[src/rtl/core/dimension_list_parser_defines.svh]
// Assertion macros for the dimension list parser.
// Included by the RTL files that carry concurrent assertions; no other dependencies.
`ifndef DIMENSION_LIST_PARSER_DEFINES_SVH
`define DIMENSION_LIST_PARSER_DEFINES_SVH

// Antecedent implies consequent in the same cycle, checked outside reset.
`define DLP_ASSERT_SAME(label, clk, rst, ante, cons, msg) \
  label: assert property (@(posedge clk) disable iff (rst) (ante) |-> (cons)) \
    else $error(msg);

// Antecedent implies consequent in the following cycle, checked outside reset.
`define DLP_ASSERT_NEXT(label, clk, rst, ante, cons, msg) \
  label: assert property (@(posedge clk) disable iff (rst) (ante) |=> (cons)) \
    else $error(msg);

`endif

[src/rtl/core/dlp_pkg.sv]
// Shared types and constants for the dimension list parser.
// No dependencies; used by dimension_list_parser.
`default_nettype none

package dlp_pkg;

  localparam int CHAR_W = 21;
  localparam int INT_WIDTH = 32;
  localparam int INT_PROD_W = INT_WIDTH + 4;
  localparam int FRAC_W = 30;
  localparam int FRAC_CNT_W = 4;
  localparam int KIND_W = 2;

  localparam logic [FRAC_CNT_W-1:0] MAX_FRACTION_DIGITS = 4'd9;

  localparam int IN_TDATA_W = 24;
  localparam int OUT_TDATA_W = 72;
  localparam int OUT_TUSER_W = 3;

  localparam logic [CHAR_W-1:0] CHAR_COMMA = 21'h00002C;
  localparam logic [CHAR_W-1:0] CHAR_DOT = 21'h00002E;
  localparam logic [CHAR_W-1:0] CHAR_PERCENT = 21'h000025;
  localparam logic [CHAR_W-1:0] CHAR_STAR = 21'h00002A;
  localparam logic [CHAR_W-1:0] CHAR_SPACE = 21'h000020;
  localparam logic [CHAR_W-1:0] CHAR_TAB = 21'h000009;
  localparam logic [CHAR_W-1:0] CHAR_LF = 21'h00000A;
  localparam logic [CHAR_W-1:0] CHAR_FF = 21'h00000C;
  localparam logic [CHAR_W-1:0] CHAR_CR = 21'h00000D;
  localparam logic [CHAR_W-1:0] CHAR_ZERO = 21'h000030;
  localparam logic [CHAR_W-1:0] CHAR_NINE = 21'h000039;

  typedef enum logic [KIND_W-1:0] {
    KIND_ABS = 2'd0,
    KIND_PCT = 2'd1,
    KIND_REL = 2'd2
  } kind_t;

  typedef struct packed {
    logic                  has_dimension;
    logic [INT_WIDTH-1:0]  int_part;
    logic [FRAC_W-1:0]     frac_numerator;
    logic [FRAC_CNT_W-1:0] frac_digits;
    kind_t                 kind;
    logic                  saturated;
    logic                  end_of_list;
  } result_t;

endpackage

`default_nettype wire

[src/rtl/core/dimension_list_parser.sv]
// Top level of the dimension list parser: character-by-character token parser.
// Depends on dlp_pkg and dimension_list_parser_defines.svh.
// The block takes one character beat per cycle and registers any result that the beat
// yields. Commas split the text into tokens; each nonempty token, and the beat
// flagged last in every case, yields one result holding the integer part, the kept fraction
// digits and the suffix kind. An output register backed by one skid entry holds one more
// result while the output stalls, and beats that yield no result keep flowing; input ready
// drops only while the skid entry is occupied. The per-beat path is one multiply by ten
// and an add.
`default_nettype none
`include "dimension_list_parser_defines.svh"

module dimension_list_parser (
  input  wire logic                            clk,
  input  wire logic                            rst,
  input  wire logic                            s_axis_tvalid,
  output logic                                 s_axis_tready,
  input  wire logic [dlp_pkg::IN_TDATA_W-1:0]  s_axis_tdata,   // char_code, zero fill
  input  wire logic                            s_axis_tlast,   // end_of_string
  output logic                                 m_axis_tvalid,
  input  wire logic                            m_axis_tready,
  // int_part, frac_numerator, frac_digits, saturated, zero fill
  output logic [dlp_pkg::OUT_TDATA_W-1:0]      m_axis_tdata,
  output logic [dlp_pkg::OUT_TUSER_W-1:0]      m_axis_tuser,   // has_dimension, kind
  output logic                                 m_axis_tlast    // end_of_list
);

  typedef enum logic [1:0] {
    PH_INT,
    PH_FRAC,
    PH_WS,
    PH_DONE
  } phase_t;

  phase_t                            phase, phase_next, t_phase;
  logic                              token_nonempty, token_nonempty_next;
  logic [dlp_pkg::INT_WIDTH-1:0]     int_accum, int_accum_next, t_int;
  logic                              int_overflow, int_overflow_next, t_ovf;
  logic [dlp_pkg::FRAC_W-1:0]        frac_accum, frac_accum_next, t_frac;
  logic [dlp_pkg::FRAC_CNT_W-1:0]    frac_count, frac_count_next, t_cnt;
  dlp_pkg::kind_t                    token_kind, token_kind_next, t_kind;

  dlp_pkg::result_t                  out_res, skid_res, res;
  logic                              out_valid, skid_valid;

  logic [dlp_pkg::CHAR_W-1:0]        c;
  logic                              last, accept, emit, is_comma, is_digit, is_ws;
  logic [3:0]                        digit;
  logic [dlp_pkg::INT_PROD_W-1:0]    int_prod;
  logic [dlp_pkg::FRAC_W-1:0]        frac_prod;

  assign c        = s_axis_tdata[dlp_pkg::CHAR_W-1:0];
  assign last     = s_axis_tlast;
  assign accept   = s_axis_tvalid && s_axis_tready;
  assign is_comma = (c == dlp_pkg::CHAR_COMMA);
  assign is_digit = (c >= dlp_pkg::CHAR_ZERO) && (c <= dlp_pkg::CHAR_NINE);
  assign is_ws    = (c == dlp_pkg::CHAR_TAB) || (c == dlp_pkg::CHAR_LF) ||
                    (c == dlp_pkg::CHAR_FF) || (c == dlp_pkg::CHAR_CR) ||
                    (c == dlp_pkg::CHAR_SPACE);
  assign digit    = c[3:0];

  assign int_prod  = {4'd0, int_accum} * dlp_pkg::INT_PROD_W'(10)
                     + dlp_pkg::INT_PROD_W'(digit);
  assign frac_prod = frac_accum * dlp_pkg::FRAC_W'(10) + dlp_pkg::FRAC_W'(digit);

  always_comb begin
    t_phase = phase;
    t_int   = int_accum;
    t_ovf   = int_overflow;
    t_frac  = frac_accum;
    t_cnt   = frac_count;
    t_kind  = token_kind;

    unique case (phase)
      PH_INT: begin
        if (is_digit) begin
          if (int_overflow || (int_prod[dlp_pkg::INT_PROD_W-1:dlp_pkg::INT_WIDTH] != 4'd0)) begin
            t_int = '1;
            t_ovf = 1'b1;
          end else begin
            t_int = int_prod[dlp_pkg::INT_WIDTH-1:0];
          end
        end else if (c == dlp_pkg::CHAR_DOT) begin
          t_phase = PH_FRAC;
        end else begin
          t_phase = is_ws ? PH_WS : PH_DONE;
          if (c == dlp_pkg::CHAR_PERCENT) begin
            t_kind = dlp_pkg::KIND_PCT;
          end else if (c == dlp_pkg::CHAR_STAR) begin
            t_kind = dlp_pkg::KIND_REL;
          end
        end
      end
      PH_FRAC: begin
        if (is_digit) begin
          if (frac_count < dlp_pkg::MAX_FRACTION_DIGITS) begin
            t_frac = frac_prod;
            t_cnt  = frac_count + 4'd1;
          end
        end else if (c != dlp_pkg::CHAR_SPACE) begin
          t_phase = is_ws ? PH_WS : PH_DONE;
          if (c == dlp_pkg::CHAR_PERCENT) begin
            t_kind = dlp_pkg::KIND_PCT;
          end else if (c == dlp_pkg::CHAR_STAR) begin
            t_kind = dlp_pkg::KIND_REL;
          end
        end
      end
      PH_WS: begin
        t_phase = is_ws ? PH_WS : PH_DONE;
        if (c == dlp_pkg::CHAR_PERCENT) begin
          t_kind = dlp_pkg::KIND_PCT;
        end else if (c == dlp_pkg::CHAR_STAR) begin
          t_kind = dlp_pkg::KIND_REL;
        end
      end
      default: begin
      end
    endcase
  end

  always_comb begin
    res.end_of_list = last;
    if (is_comma) begin
      emit              = token_nonempty || last;
      res.has_dimension = token_nonempty;
      res.int_part      = token_nonempty ? int_accum : '0;
      res.frac_numerator = token_nonempty ? frac_accum : '0;
      res.frac_digits   = token_nonempty ? frac_count : '0;
      res.kind          = token_nonempty ? token_kind : dlp_pkg::KIND_ABS;
      res.saturated     = token_nonempty && int_overflow;
    end else begin
      emit              = last;
      res.has_dimension = 1'b1;
      res.int_part      = t_int;
      res.frac_numerator = t_frac;
      res.frac_digits   = t_cnt;
      res.kind          = t_kind;
      res.saturated     = t_ovf;
    end

    if (is_comma || last) begin
      phase_next          = PH_INT;
      token_nonempty_next = 1'b0;
      int_accum_next      = '0;
      int_overflow_next   = 1'b0;
      frac_accum_next     = '0;
      frac_count_next     = '0;
      token_kind_next     = dlp_pkg::KIND_ABS;
    end else begin
      phase_next          = t_phase;
      token_nonempty_next = 1'b1;
      int_accum_next      = t_int;
      int_overflow_next   = t_ovf;
      frac_accum_next     = t_frac;
      frac_count_next     = t_cnt;
      token_kind_next     = t_kind;
    end
  end

  always_ff @(posedge clk) begin
    if (rst) begin
      phase          <= PH_INT;
      token_nonempty <= 1'b0;
      int_accum      <= '0;
      int_overflow   <= 1'b0;
      frac_accum     <= '0;
      frac_count     <= '0;
      token_kind     <= dlp_pkg::KIND_ABS;
      out_valid      <= 1'b0;
      skid_valid     <= 1'b0;
    end else begin
      if (accept) begin
        phase          <= phase_next;
        token_nonempty <= token_nonempty_next;
        int_accum      <= int_accum_next;
        int_overflow   <= int_overflow_next;
        frac_accum     <= frac_accum_next;
        frac_count     <= frac_count_next;
        token_kind     <= token_kind_next;
      end
      if (m_axis_tready || !out_valid) begin
        if (skid_valid) begin
          out_res    <= skid_res;
          out_valid  <= 1'b1;
          skid_valid <= 1'b0;
        end else if (accept && emit) begin
          out_res   <= res;
          out_valid <= 1'b1;
        end else begin
          out_valid <= 1'b0;
        end
      end else if (accept && emit) begin
        skid_res   <= res;
        skid_valid <= 1'b1;
      end
    end
  end

  assign s_axis_tready = !skid_valid;
  assign m_axis_tvalid = out_valid;
  assign m_axis_tdata  = {5'd0, out_res.saturated, out_res.frac_digits,
                          out_res.frac_numerator, out_res.int_part};
  assign m_axis_tuser  = {out_res.kind, out_res.has_dimension};
  assign m_axis_tlast  = out_res.end_of_list;

  `DLP_ASSERT_SAME(a_skid_behind_out, clk, rst, skid_valid, out_valid,
    "skid entry occupied while the output register is empty")
  `DLP_ASSERT_NEXT(a_clear_after_last, clk, rst, accept && last,
    phase == PH_INT && !token_nonempty && int_accum == '0 && frac_count == '0,
    "token state not cleared after the last beat")
  `DLP_ASSERT_SAME(a_empty_result_zero, clk, rst, out_valid && !out_res.has_dimension,
    out_res.int_part == '0 && out_res.frac_numerator == '0 && !out_res.saturated &&
    out_res.end_of_list,
    "empty result carries a value or is not an end marker")
  `DLP_ASSERT_SAME(a_frac_count_bound, clk, rst, 1'b1,
    frac_count <= dlp_pkg::MAX_FRACTION_DIGITS,
    "fraction digit count beyond its limit")

endmodule

`default_nettype wire
[config.mk]
export PLATFORM = sky130hd
export DESIGN_NAME = dimension_list_parser
export DESIGN_NICKNAME = d
export VERILOG_FILES = /design/src/rtl/core/dlp_pkg.sv /design/src/rtl/core/dimension_list_parser.sv
export VERILOG_INCLUDE_DIRS = /design/src /design/src/rtl/core
export SDC_FILE = /design/constraint.sdc
export NUM_CORES = 1
export LEC_CHECK = 0
export ABC_AREA = 1
export BUFFER_PORTS_ARGS = -buffer_cell sky130_fd_sc_hd__buf_2
export CORE_MARGIN = 5
export CORE_UTILIZATION = 40
export DETAILED_ROUTE_END_ITERATION = 6
export PLACE_DENSITY = 0.68
export REMOVE_ABC_BUFFERS = 1
export SYNTH_ARGS = -nofsm -noshare
export SYNTH_HDL_FRONTEND = slang
export SYNTH_SLANG_ARGS = --single-unit
[constraint.sdc]
create_clock -name clk -period 19.5 [get_ports clk]
set_clock_uncertainty 0.05 [all_clocks]
set_input_delay 3.9 -clock clk [delete_from_list [all_inputs] [get_ports clk]]
set_output_delay 3.9 -clock clk [all_outputs]
set_load 0.05 [all_outputs]
== Word level (Yosys, flattened, before mapping) ==
Cells that the tools add are included.
Storage, ports and cells
  input port bits: 29
  register bits after elaboration: 216
Operators by class
  bitwise logic cells: 2
  reductions and logical operators: 22
  eq/ne operators: 15
  muxes and demuxes: 42
  $add $sub $neg: 3
  order comparisons: 3
  multipliers: 2
Operator list (number)
  2-to-1 mux 32 bit: 5
  2-to-1 mux 30 bit: 5
  2-to-1 mux 71 bit: 2
  equality test 21 x 6 -> 1 bit (second input constant): 5
  equality test 21 x 4 -> 1 bit (second input constant): 4
  2-to-1 mux 70 bit: 1
  adder 36 x 4 -> 36 bit: 1
  multiplier 32 x 3 -> 35 bit (second input constant): 1
  adder 30 x 4 -> 30 bit: 1
  multiplier 30 x 3 -> 29 bit (second input constant): 1
  2-to-1 mux 2 bit: 13
  >= comparator 21 x 6 -> 1 bit (second input constant): 1
  less-or-equal comparator 21 x 6 -> 1 bit (second input constant): 1
  inequality test 21 x 6 -> 1 bit (second input constant): 1
  2-to-1 mux 4 bit: 5
  case mux 2 bit (3 select lines): 2
  2-to-1 mux 1 bit: 9
  inequality test 3 bit (second input constant): 3
  logical OR 1 bit: 8
  nonzero test 4 bit: 2
  AND reduction 3 bit: 2
  AND reduction 5 bit: 1
  adder 4 x 1 -> 4 bit (second input constant): 1
  logical AND 1 bit: 4
  8 further kinds: 10

== Longest topological paths before layout ==
  depth in word-level cells: 10
  depth in mapped cells: 29

== Worst setup path before layout ==
Ideal clock, no wire load.
  path kind: input -> register
  from: in s_axis_tdata[13] (netlist bit)
  to: reg out_res, in the netlist m_axis_tdata[0], enable pin
  buffers on the path: 0
  slack: 10.502 ns
  data required time: 18.949 ns
  stages on the path: 12
  data arrival time: 8.447 ns
  cells stage by stage: or2_2 nor4_1 nand2_1 inv_1 nand2_1 nor2_1 inv_1 nor2_1 o21ai_0 nand2_1 nand2_1 nor2_1
Between the ends
  word-level cells in the longest chain between the ends: 5
RTL lines
  from (decl): line dimension_list_parser.sv:18  | input wire logic [dlp_pkg::IN_TDATA_W-1:0] s_axis_tdata,
  equality test 21 x 6 -> 1 bit: line dimension_list_parser.sv:55  | assign is_comma = (c == dlp_pkg::CHAR_COMMA);
  2-to-1 mux 1 bit: line dimension_list_parser.sv:124  | if (is_comma) begin
  logical AND 1 bit: line dimension_list_parser.sv:187  | end else if (accept && emit) begin
  nonzero test 2 bit (no line)
  AND reduction 3 bit (no line)
  to (signal assigned): line dimension_list_parser.sv:184  | out_res <= skid_res;
  to (signal assigned): line dimension_list_parser.sv:188  | out_res <= res;
  to (decl): line dimension_list_parser.sv:43  | dlp_pkg::result_t out_res, skid_res, res;
Every way passes these cells.
A chain may end at the register's enable or synchronous reset.

==> out/metrics.cfg <==
[outcome]
outcome=finished clean

[pwr]
p_total_mw=1.06
seqPwrFrac_pct=46.5
ir_drop_mv=0.0476
p_int_mw=0.804
power.density_nw_per_um2=54.9
pwr-share-clk_pct=49.1
p_sw_mw=0.253
leakage_nw=8.84
combPwrFrac_pct=4.4
swShare_pct=23.9

[critical_path]
crit_fanout=41
crit_arrival_ns=7.91
path_buf_inv=4
cpPeakStageDelay_ns=0.91
crit_slowest_cell=clkinv_1
path_delay_family=simple AND/OR/NAND/NOR gates
cp_data_required_time_ns=19.75
cp-end-kind=register
cp-start-kind=input port
crit_path_cell_trace=buf_2, or2_2, nor4_1, nand2_1, nor3_1, inv_1, nor2_2, buf_4, clkinv_1, a21oi_1, nand3_2, nand3_2, nand2_2, nand2_1, nand2_1
crit_path_frequent_cell=nand2_1
path_class=in -> reg

[sta]
max_freq_mhz=131
grt_setup_unrepaired=no
tightestPinTransition_ns=1.19
fin_crit_sh_pct=39.3
setup_viol=0
setup_slack_ns=11.84
layout_min_cycle_time_ns=7.66
finalSetupTns_ns=0
maxSlewHeadroom_pct=20.2
finalMaxSlewViolations=0
hold_viol_final=0

[drt]
antenna_left=0
drt_wl_total_mm=49.7
drt_iter0_markers=1119
wire_per_inst_um=16.0
dr.pass1.iters=5
vias=15800
drc=0
via_per_inst=5.09

[synthesis]
synth.top_cell.area_share_pct=24.6
synth_area_um2=17300
synth_edf_count=142
ys_seq_area_share_pct=33.2
synth.distinct_cells=55
syn_area_per_cell_um2=7.14
syn_inst=2425
ys_warn_count=0
ys_seq_elements=216
synth_top_flop_cell=edfxtp_1
synth_async_sr_flop_share_pct=0
yosysTopAreaCell=edfxtp_1
synthTopCellsByArea=edfxtp_1 (25%), nand2_1 (17%), ha_1 (8.9%)

[layout]
drive_above_1_share_pct=16.5
nets=2652
n_antenna_cell=0
area_growth_pct=11.1

[die]
die-height_um=218
die_x_um=218
row_count=76
core_um2=43000
pin_count=107
start_util_pct=40.3
dieArea_um2=47600

[clock_tree]
cts_buffers=26
clockRootBuffer=clkbuf_16
clkSinkCount=216
worstSkewPairLatency_ns=0.56
clk_pin_slew_ns=0.06
cts_resized=0
cts_hold_buf=0
clockBufferDepth=3
htreeDepth=1
cts_tree=built
postCtsSetupRepairBufs=0

[grt]
grt_pass1_vias=14800
grt_overflow_total=0
grt_pass1_wl_mm=80.3
grt_max_degree=74
track_usage_pct=20.5
antenna_found_initial=1

[placed_design]
post-dp-hpwl_mm=37.1
gp_congestion=0.906
port_buffers=98
pre_cts_ws_ns=11.40

[hold_path]
hp-class=reg -> reg

[run]
max_cap_violations=0

## worst min-delay path: cells and delay by family (launching register included)
family / cells / cell delay [ns]
and+or+nand+nor: 1 / 0.06
AOI/OAI and AO/OA: 1 / 0.06
DFF: 1 / 0.31
## cells by family (layout without fill, tap and decap cells)
group,after synthesis,count (layout),synth area share [%]
other cells,1,5,0.0216
flops,216,216,33.2
compound gates,261,261,8.32
fa+ha+maj,127,127,9.35
xor+xnor,38,38,1.92
buf+inv,345,432,8.16
simple gates,1437,1437,39.1
## through the flow
step	hold WS, ns	cell area [µm²]	std cells	util, %
final	0.428	19200	3101	44.8
after global routing	0.444	19200	3101	44.8
after detailed placement	0.417	18300	3053	42.6
after CTS	0.427	19200	3101	44.8
after floorplan	0.389	16900	2356	-
after global placement	0.402	18300	3053	42.6
## state kept, by name, summed over array words and instances (netlist names), 2 cells and up
signal / flops
token_kind: 2
m_axis_tuser: 3
m_axis_tdata: 67
frac_accum: 30
frac_count: 4
int_accum: 32
phase: 2
skid_res: 71
## worst paths after layout
path | start | end | slack [ns] | depth (start not counted)
max | s_axis_tdata[13] | m_axis_tdata[22]$_DFFE_PP_ | 11.84 | 15
min | frac_count[3]$_SDFFE_PP0P_ | frac_count[3]$_SDFFE_PP0P_ | 0.43 | 2
max reg2reg | int_accum[1]$_SDFFE_PP0P_ | m_axis_tdata[0]$_DFFE_PP_ | 14.61 | 24
min reg2reg | frac_count[3]$_SDFFE_PP0P_ | frac_count[3]$_SDFFE_PP0P_ | 0.43 | 2
## placed cells by master, fill, tap and decap left out, types with 12 or more instances in the layout
| cell type | count |
|---|---|
| nand3_2 | 71 |
| or2_2 | 45 |
| nand3_1 | 158 |
| inv_1 | 251 |
| nand2_1 | 798 |
| o22ai_1 | 12 |
| inv_2 | 17 |
| xnor2_1 | 12 |
| nor3_1 | 17 |
| nor2_1 | 178 |
| clkbuf_16 | 26 |
| buf_4 | 14 |
| nand2_2 | 76 |
| dfxtp_1 | 73 |
| edfxtp_1 | 142 |
| xor2_1 | 26 |
| nor2_4 | 13 |
| buf_2 | 98 |
| nor2_2 | 12 |
| o21ai_0 | 64 |
| nand4_1 | 34 |
| ha_1 | 123 |
| a21oi_1 | 139 |
## power groups by stage
stage / registers [mW] / logic (mW) / clock network, mW
5_1_grt: 0.492 / 0.0494 / 0.551
3_3_place_gp: 0.501 / 0.0461 / 0
4_1_cts: 0.492 / 0.0467 / 0.532
6_report: 0.492 / 0.0465 / 0.520
2_1_floorplan: 0.517 / 0.0136 / 0
3_5_place_dp: 0.501 / 0.0465 / 0
## cell type report
type,instances,area (µm²)
multi-input cells,1868,10200
repair buffers,112,596
well taps,585,732
clock inverters,21,256
clock buffers,27,664
fillers,4429,23700
flip-flops and latches,216,5750
inverters,272,1020
## metal layers
metal / vias to the layer above / wire length [µm] / share of wire (%) / track usage, %
li1: 8053 / - / - / -
met1: 7253 / 23800 / 48 / 30.0
met2: 408 / 21800 / 44 / 32.7
met3: 53 / 3200 / 6.4 / 3.10
met4: 2 / 857 / 1.7 / 3.52
met5: - / 11 / 0.022 / 0
## cells in the mapped netlist (all sizes together), types with 25 or more instances
cell type and n:
dfxtp 74, a21oi 142, clkbuf 48, nand3 235, edfxtp 142, nand4 34, buf 25, inv 268
o21ai 69, nand2 883, nor2 206, or2 46, ha 123, xor2 26
Power figures use the tool's default switching activity.
